[config.mk]
export PLATFORM = sky130hd
export DESIGN_NAME = ttcs_ctrl
export DESIGN_NICKNAME = d
export VERILOG_FILES = /design/src/sv/ttcs_pkg.sv /design/src/sv/ttcs_ctrl.sv
export SDC_FILE = /design/constraint.sdc
export NUM_CORES = 1
export LEC_CHECK = 0
export BUFFER_PORTS_ARGS = -buffer_cell sky130_fd_sc_hd__buf_2
export CORE_AREA = 3 3 40 42
export CTS_BUF_LIST = sky130_fd_sc_hd__clkbuf_4
export DETAILED_ROUTE_END_ITERATION = 12
export DIE_AREA = 0 0 43 45
export PLACE_DENSITY = 0.65
export SYNTH_ARGS = -nofsm -noshare
export SYNTH_HDL_FRONTEND = slang
export SYNTH_SLANG_ARGS = --single-unit
[constraint.sdc]
create_clock -name clk -period 1.3 [get_ports clk]
set_input_delay 0.26 -clock clk [delete_from_list [all_inputs] [get_ports clk]]
set_output_delay 0.26 -clock clk [all_outputs]
set_load 0.02 [all_outputs]
[src/sv/ttcs_pkg.sv]
`timescale 1ns / 1ps
// ----------------------------------------------------------------------------
// ttcs_pkg
// Shared types and constants of the text terminal with cursor and scroll.
// ----------------------------------------------------------------------------
package ttcs_pkg;

  localparam int COLUMNS_DEFAULT = 80;
  localparam int ROWS_DEFAULT    = 25;
  localparam int CELL_W          = 16;

  // Fixed widths of the result fields
  localparam int ROW_FIELD_W = 5;
  localparam int COL_FIELD_W = 7;
  localparam int POS_FIELD_W = 11;

  localparam logic [7:0] NEWLINE_CODE = 8'd10;
  localparam logic [7:0] SPACE_CODE   = 8'd32;
  localparam logic [7:0] RESET_COLOR  = 8'h07;

  // Request kinds
  localparam logic [1:0] KIND_PUT  = 2'd0;
  localparam logic [1:0] KIND_BACK = 2'd1;
  localparam logic [1:0] KIND_READ = 2'd2;

  typedef struct packed {
    logic [1:0] kind;
    logic [7:0] char_code;
    logic [4:0] read_row;
    logic [6:0] read_col;
  } item_t;

  typedef struct packed {
    logic [4:0]  cursor_row;
    logic [6:0]  cursor_col;
    logic [10:0] cursor_position;
    logic        scrolled;
    logic [7:0]  cell_char;
    logic [7:0]  cell_color;
  } result_t;

  // Controller to datapath
  typedef struct packed {
    logic item_load;
    logic clear_step;
    logic phys_load;
    logic move;
    logic addr_load;
    logic cell_write;
    logic scroll_step;
    logic read_capture;
    logic result_load;
  } cmd_t;

  // Datapath to controller
  typedef struct packed {
    logic [1:0] kind;
    logic       clear_last;
    logic       scroll_last;
    logic       scroll_needed;
  } status_t;

endpackage

[src/sv/ttcs_ctrl.sv]
`timescale 1ns / 1ps
// ----------------------------------------------------------------------------
// ttcs_ctrl
// Sequencer: reset clear sweep, per-request step order, scroll row clear,
// result hand-off.
// ----------------------------------------------------------------------------
module ttcs_ctrl (
  input  logic               clk,
  input  logic               rst,
  input  logic               item_valid,
  output logic               item_stall,
  output logic               result_valid,
  input  logic               result_stall,
  input  ttcs_pkg::status_t  sts,
  output ttcs_pkg::cmd_t     cmd
);

  typedef enum logic [3:0] {
    S_CLEAR,
    S_IDLE,
    S_PHYS,
    S_MOVE,
    S_ADDR,
    S_WRITE,
    S_SCROLL,
    S_RD1,
    S_RD2,
    S_RES
  } state_t;

  state_t state;
  state_t state_next;
  logic   accept;
  logic   result_free;

  assign accept      = item_valid && !item_stall;
  assign result_free = !result_valid || !result_stall;

  always_comb begin
    state_next = state;
    cmd        = '0;
    case (state)
      S_CLEAR: begin
        cmd.clear_step = 1'b1;
        if (sts.clear_last) begin
          state_next = S_IDLE;
        end
      end
      S_IDLE: begin
        if (accept) begin
          cmd.item_load = 1'b1;
          state_next    = S_PHYS;
        end
      end
      S_PHYS: begin
        cmd.phys_load = 1'b1;
        case (sts.kind)
          ttcs_pkg::KIND_BACK: state_next = S_MOVE;
          ttcs_pkg::KIND_PUT:  state_next = S_ADDR;
          ttcs_pkg::KIND_READ: state_next = S_ADDR;
          default:             state_next = S_RES;
        endcase
      end
      S_MOVE: begin
        cmd.move   = 1'b1;
        state_next = S_ADDR;
      end
      S_ADDR: begin
        cmd.addr_load = 1'b1;
        state_next    = (sts.kind == ttcs_pkg::KIND_READ) ? S_RD1 : S_WRITE;
      end
      S_WRITE: begin
        cmd.cell_write = 1'b1;
        state_next     = sts.scroll_needed ? S_SCROLL : S_RES;
      end
      S_SCROLL: begin
        cmd.scroll_step = 1'b1;
        if (sts.scroll_last) begin
          state_next = S_RES;
        end
      end
      S_RD1: begin
        state_next = S_RD2;
      end
      S_RD2: begin
        cmd.read_capture = 1'b1;
        state_next       = S_RES;
      end
      S_RES: begin
        if (result_free) begin
          cmd.result_load = 1'b1;
          state_next      = S_IDLE;
        end
      end
      default: begin
        state_next = S_IDLE;
      end
    endcase
  end

  always_ff @(posedge clk) begin
    if (rst) begin
      state        <= S_CLEAR;
      item_stall   <= 1'b1;
      result_valid <= 1'b0;
    end else begin
      state      <= state_next;
      item_stall <= (state_next != S_IDLE);
      if (cmd.result_load) begin
        result_valid <= 1'b1;
      end else if (result_valid && !result_stall) begin
        result_valid <= 1'b0;
      end
    end
  end

endmodule

* After elaboration in Yosys (flattened, before gate mapping)
Cells that the tools add are included.
** Operators by class
- Bitwise logic cells :: 0
- Shift-type cells :: 0
- Multiply operators :: 0
- Add/sub/neg operators :: 0
- Mux-type cells :: 21
- Reductions and logical operators :: 10
- Order comparisons :: 0
- Equality and inequality tests :: 12
- Divide/modulo/power cells :: 0
** Operator list (count)
- $pmux W4 S10 :: 1
- $mux W4 :: 5
- $eq A4 B3 Y1 const B :: 4
- $mux W1 :: 13
- $eq A4 B2 Y1 const B :: 2
- $eq A4 B4 Y1 const B :: 2
- $pmux W4 S2 :: 1
- $eq A4 B1 Y1 const B :: 1
- $logic_not A4 Y1 :: 1
- $ne A4 B1 Y1 const B :: 1
- $logic_not A1 Y1 :: 3
- $eq A2 B1 Y1 const B :: 1
- $eq A2 B2 Y1 const B :: 1
- $logic_and A1 B1 Y1 :: 2
- $logic_not A2 Y1 :: 1
- $mux W2 :: 1
- $reduce_bool A2 Y1 :: 1
- $reduce_or A2 Y1 :: 1
- $logic_or A1 B1 Y1 :: 1
** Storage, ports and cells
- Bits in read-only memories :: 0
- Logic and storage cells :: 46
- Output and inout port bits :: 11
- Bits in writable memories :: 0
- Input bits :: 9
- Latch bits :: 0
- Memories kept :: 0
- Bits in registers :: 6

* Logic depth before layout (Yosys ltp)
Gate-level depths: netlist of run 1.
- Word-level depth :: 5
- Mapped depth :: 5
- Depth with buffers taken out :: 4

* Worst setup path after synthesis of run 1
No wires, ideal clock.
- Path type :: reg2out
- Start point :: reg state[2]
- End point :: out cmd[7] (netlist name)
- Stages on the path, launching flop included :: 3
- Required time :: 1.040 ns
- Path slack :: -0.071 ns
- Buffers on the path :: 0
- Arrival time :: 1.111 ns
- Path through :: dfxtp_1 or2_4 nor3_1
** RTL lines
- start: declaration :: RTL line ttcs_ctrl.sv:31 : state_t state;
- start signal: assignment :: RTL line ttcs_ctrl.sv:107 : state <= state_next;
- end: declaration :: RTL line ttcs_ctrl.sv:15 : output ttcs_pkg::cmd_t cmd

==> results.json, run 1 <==
{
  "numCtsBuffers": 3,
  "clk_latency_ns": 0.24,
  "worst-path-buf-inv": 1,
  "holdBufCountCts": 0,
  "synthesis.area_sq_um": 478,
  "worstMarginPinSlew_ns": 0.305,
  "synthFlopType": "dfxtp_1",
  "synthArstFlopShare": 0,
  "hold_viol": 0,
  "gr-total-overflow": 0,
  "holdCritPathClass": "input port to register",
  "syn_nets": 66,
  "synth.most_common_cell": "nand2b_1",
  "place_inst": 97,
  "holdPathStages": 2,
  "crit_type": "register to primary output",
  "area_delta_synth_final_pct": 87.2,
  "post-route-drc-count": 0,
  "drv_cap": 0,
  "reg2reg_depth": 6,
  "synthTopCellsByCount": "nand2b_1 (7), dfxtp_1 (6), nor2_1 (6)",
  "critPathArrivalTime_ns": 1.17,
  "critPathRequiredTime_ns": 1.04,
  "yosysSeqAreaShare": 0.251,
  "use_met2": 0.326,
  "ys_seq_elements": 6,
  "rsz0062_at_grt": "true",
  "clockRootBuffer": "clkbuf_4",
  "routed_wirelength_um": 1590,
  "routedWlPerCell_um": 14.9,
  "cts_tree": "built",
  "critPathCaptureType": "primary output",
  "grt_pass1_wl_um": 2570,
  "fin_nets": 103,
  "die_w_um": 43,
  "worstPathCellList": "or2_4 -> nor3_4 -> buf_6",
  "grt_max_degree": 12,
  "busiest_layer": "met2",
  "hpwl_um": 1050,
  "yosysTopAreaCell": "dfxtp_1",
  "rr_startpoint": "state[0]",
  "path_depth": 3,
  "grt_util_met1": 0.196,
  "firstDrtPassIters": 4,
  "viasPerCell": 5.46,
  "core_sq_um": 1280,
  "failed_checks": "setup timing",
  "relSlewSlack": 0.797,
  "antenna_left": 0,
  "vias": 584,
  "grt_antenna_before_repair": 0,
  "period_share": 1.10,
  "portBuffers": 19,
  "post-place-ws_ns": -0.0397,
  "status": "complete, but fails checks",
  "power_density_nw_per_um2": 666,
  "synth_edf_count": 0,
  "die_h_um": 45,
  "cts.sink_count": 6,
  "ys_top_cells_by_area": "dfxtp_1 (25%), nand2b_1 (9.2%), nor4b_2 (6.3%)",
  "r2r-end": "state[1]",
  "htreeDepth": 1,
  "synthDistinctLibCells": 31,
  "p_leak_nw": 0.364,
  "report.power.total_mw": 0.596,
  "synthesis.yosys.warnings": 0,
  "grt_pass1_vias": 617,
  "worst-path-max-fanout": 5,
  "min_period_ns": 1.43,
  "critPathLaunchType": "register",
  "grt_use_total": 0.179,
  "clock_skew_ns": 0.00191,
  "pin_count": 20,
  "fin_ws_ns": -0.125,
  "ir_worst_vdd_mv": 0.475,
  "slowest_stage": "dfxtp_4",
  "syn_avg_cell_area_sq_um": 8.39,
  "fmax_mhz": 702,
  "final_cells": 107,
  "gr-usage-met3": 0.0120,
  "initial_utilization": 0.372,
  "cts.clk_slew.worst_paths_ns": 0.04,
  "rows": 13,
  "cts_buffer_depth": 2,
  "drv_slew": 0,
  "dieArea_sq_um": 1940,
  "drive_gt1_frac": 0.707,
  "critical_path.top_delay_family": "simple AND/OR/NAND/NOR gates",
  "initialDrtViolationCount": 8,
  "syn_inst": 57,
  "antenna_cells": 0,
  "min_to": "state[2]",
  "max_stage_delay_ns": 0.35,
  "regToRegSetupSlack_ns": -0.08,
  "yosys.area.top_type_share": 0.251,
  "setup_violations": 11,
  "min-delay-start": "rst",
  "gp_congestion": 0.871,
  "finalSetupTns_ns": -1.05
}
[stage by stage]
| step | area (sq um) | hold WS, ns | util |
|---|---|---|---|
| after floorplan | 494 | 0.329 | - |
| after global placement | 649 | 0.493 | 0.505 |
| after detailed placement | 649 | 0.496 | 0.505 |
| after CTS | 835 | 0.231 | 0.649 |
| after global routing | 895 | 0.246 | 0.696 |
| final | 895 | 0.252 | 0.696 |
[placed cells by master, fill, tap and decap left out]
cell,instances
a31oi_2,1
or2_4,1
nor2b_2,1
dfxtp_2,1
o32ai_2,1
nor4b_2,2
a211oi_2,1
buf_6,11
inv_4,1
nand2b_4,3
a21oi_1,2
dfxtp_1,2
buf_2,12
nor2_1,6
a21o_1,1
nand3b_1,1
and2b_1,1
nor3b_1,1
nand2b_1,4
nor3b_4,1
nor2b_4,1
dfxtp_4,3
nand4_1,1
a311oi_2,1
nand2_1,4
o2bb2ai_1,1
a311oi_1,1
nand3_2,1
nor3_4,4
inv_1,1
a22oi_2,1
and3b_1,1
a2bb2oi_2,1
o21ai_2,1
nor2_4,1
clkbuf_4,3
buf_4,11
a21oi_2,1
[worst register-to-register path, delay by kind of cell, from the launching register on]
kind	cells	cell delay (ns)
DFF	1	0.36
buffers and inverters	2	0.24
and+or+nand+nor	2	0.44
AOI/OAI and AO/OA	2	0.27
[where the power goes]
part           total [mW]  switching, mW  internal [mW]
combinational       0.225          0.105          0.120
clock               0.165         0.0605          0.104
sequential          0.206         0.0136          0.193
total               0.596          0.179          0.417
[area by class of cell]
cell class / instances / area, sq um
timing repair buffer: 34 / 267
multi-input combinational: 47 / 444
fill: 106 / 390
sequential: 6 / 133
clock buffer: 3 / 22.5
tap: 15 / 18.8
inverter: 2 / 10.0
[metal layers]
layer,wire length [um],vias to the layer above,share of wire
met5,0,-,0
met4,38,0,0.024
met3,64,6,0.040
met2,832,17,0.52
met1,656,281,0.41
li1,-,280,-
[logic make-up (layout without fill, tap and decap cells)]
logic type      after synthesis  count (layout)  synth area share
simple gates                 34              34             0.458
compound gates               13              13             0.236
flops                         6               6             0.251
buf+inv                       4              39            0.0550
[how the worst max path moves through the flow]
stage          startpoint          to  slack, ns
5_1_grt          state[2]      cmd[8]      -0.17
2_1_floorplan    state[0]      cmd[0]       0.04
4_1_cts          state[2]      cmd[7]      -0.13
3_3_place_gp     state[0]  item_stall      -0.05
6_report         state[2]      cmd[8]      -0.13
3_5_place_dp     state[0]  item_stall      -0.04
[state kept, by name, summed over array words and instances, names as in the netlist]
register	count
state	4
item_stall	1
result_valid	1
[what timing repair did]
item	CTS	global route
pin swaps	6	3
endpoints found under the setup margin	12	13
gates resized for setup	31	14
buffers inserted	6	1
No activity file was read; power rests on OpenSTA's default activity.
==> run 2: changes to the inputs <==
- PLACE_DENSITY: 0.65 -> unset
- clock period: 1.3 -> 1.8 ns (I/O delays scaled with it)
==> run 2 against run 1 <==
  * The flow now finishes without violations
  * Final area fell by 32%
  * Cell count fell by 13%
  * Utilization fell by 22 points
  * Die area did not move
  * Via count fell by 15%
  * Clock skew fell by 0.0011 ns
  * Power fell by 40%
  * Sequential cell count did not move
  * Critical endpoint unchanged
  * First-iteration DRC count rose by 13%
  * Non-clock buffer count fell by 14
  * Global-route usage fell by 5.4 points
  * Worst hold slack improved by 0.097 ns
==> results.json, run 2 (synthesis results as in run 1) <==
{
  "top_register": "state",
  "gp_congestion": 0.791,
  "critPathLaunchType": "register",
  "cts_tree": "built",
  "holdCritPathClass": "input port to register",
  "viasPerCell": 5.31,
  "area_delta_synth_final_pct": 27.0,
  "grt_use_total": 0.125,
  "die_w_um": 43,
  "grt_pass1_vias": 437,
  "min-delay-start": "rst",
  "max_stage_delay_ns": 0.39,
  "fin_nets": 89,
  "multi_input_area_sq_um": 334,
  "dieArea_sq_um": 1940,
  "holdPathStages": 2,
  "worstMarginPinSlew_ns": 0.318,
  "crit_type": "register to primary output",
  "hold_ws_ns": 0.349,
  "mostFrequentLayoutCell": "buf_2",
  "clock_skew_ns": 0.000821,
  "min_to": "state[1]",
  "final_cells": 93,
  "relSlewSlack": 0.787,
  "grt_antenna_before_repair": 0,
  "setup_violations": 0,
  "initialDrtViolationCount": 9,
  "min_period_ns": 1.75,
  "cts.clk_slew.worst_paths_ns": 0.04,
  "routed_wirelength_um": 1160,
  "worst-path-buf-inv": 1,
  "holdBufCountCts": 0,
  "gr-total-overflow": 0,
  "reg2reg_depth": 5,
  "critPathCaptureType": "primary output",
  "worstPathCellList": "or2_4 -> nor3_2 -> buf_2",
  "layout_common_cells": "buf_2 (19), nand2b_1 (7), nor2_1 (6), dfxtp_1 (5), nand2_1 (4)",
  "rr_startpoint": "state[0]",
  "p_leak_nw": 0.260,
  "largest_reg_flops": 4,
  "critPathRequiredTime_ns": 1.44,
  "hold_viol": 0,
  "reg.largest.list": "state x4, item_stall x1, result_valid x1",
  "slowest_stage": "dfxtp_1",
  "hpwl_um": 921,
  "path_depth": 3,
  "clockRootBuffer": "clkbuf_4",
  "r2r-end": "item_stall",
  "place_inst": 90,
  "status": "complete, no violations",
  "grt_max_degree": 16,
  "grt_pass1_wl_um": 1820,
  "core_sq_um": 1280,
  "vias": 494,
  "die_h_um": 45,
  "regArea_sq_um": 121,
  "cts_buffer_depth": 2,
  "drv_cap": 0,
  "cp-startpoint": "state[2]",
  "critical_path.top_delay_family": "simple AND/OR/NAND/NOR gates",
  "critPathArrivalTime_ns": 1.39,
  "rsz0062_at_grt": "false",
  "cts.sink_count": 6,
  "routedWlPerCell_um": 12.5,
  "fmax_mhz": 571,
  "power_density_nw_per_um2": 594,
  "period_share": 0.972,
  "ir_worst_vdd_mv": 0.309,
  "portBuffers": 19,
  "postCtsSetupBuffers": 0,
  "numCtsBuffers": 3,
  "drive_gt1_frac": 0.436,
  "antenna_cells": 0,
  "initial_utilization": 0.372,
  "clk_latency_ns": 0.24,
  "post-route-drc-count": 0,
  "nFillCells": 135,
  "cts_resized": 0,
  "regToRegSetupSlack_ns": 0.39,
  "firstDrtPassIters": 2,
  "finalSetupTns_ns": 0,
  "worst-path-max-fanout": 10,
  "htreeDepth": 1,
  "antenna_left": 0,
  "drv_slew": 0,
  "pin_count": 20,
  "rows": 13
}
[run 2: changes by cell type in the layout (fill, tap and decap cells not counted), moves of 3 or more]
| cell | previous run | this run |
|---|---|---|
| nand2b_4 | 3 | 0 |
| buf_4 | 11 | 1 |
| nor3_4 | 4 | 0 |
| buf_2 | 12 | 19 |
| nand2b_1 | 4 | 7 |
| buf_6 | 11 | 0 |
| dfxtp_1 | 2 | 5 |
| dfxtp_4 | 3 | 0 |
| nor3_1 | 0 | 3 |
[run 2: how the worst max path moves through the flow]
stage,to,slack (ns)
finish,cmd[8],0.05
global route,cmd[4],0.01
CTS,cmd[6],0.008
detailed placement,cmd[6],0.27
global placement,cmd[6],0.29
floorplan,cmd[7],0.33
[run 2: layout make-up]
type	instances	area share
inverter	2	0.0124
clock buffer	3	0.0371
sequential	6	0.200
timing repair buffer	20	0.169
tap	15	0.0309
multi-input combinational	47	0.551
[run 2: metal layers]
layer  track usage  vias up  wire length, um
li1              -      251                -
met1         0.160      227              551
met2         0.198       14              537
met3        0.0120        2               51
met4        0.0904        0               20
met5             0        -                0
[run 2: where the power goes]
part           internal, mW  leakage [nW]  switching (mW)
Combinational        0.0410         0.197          0.0492
Sequential            0.141        0.0494         0.00998
Clock                0.0751        0.0138          0.0442
[run 2: metrics by stage]
stage	power, mW	util	setup WS (ns)	instance area, sq um
floorplan	0.213	-	0.329	478
global placement	0.241	0.452	0.289	581
finish	0.360	0.472	0.0499	607
detailed placement	0.242	0.452	0.272	581
CTS	0.366	0.469	0.00756	603
global route	0.376	0.472	0.0105	607
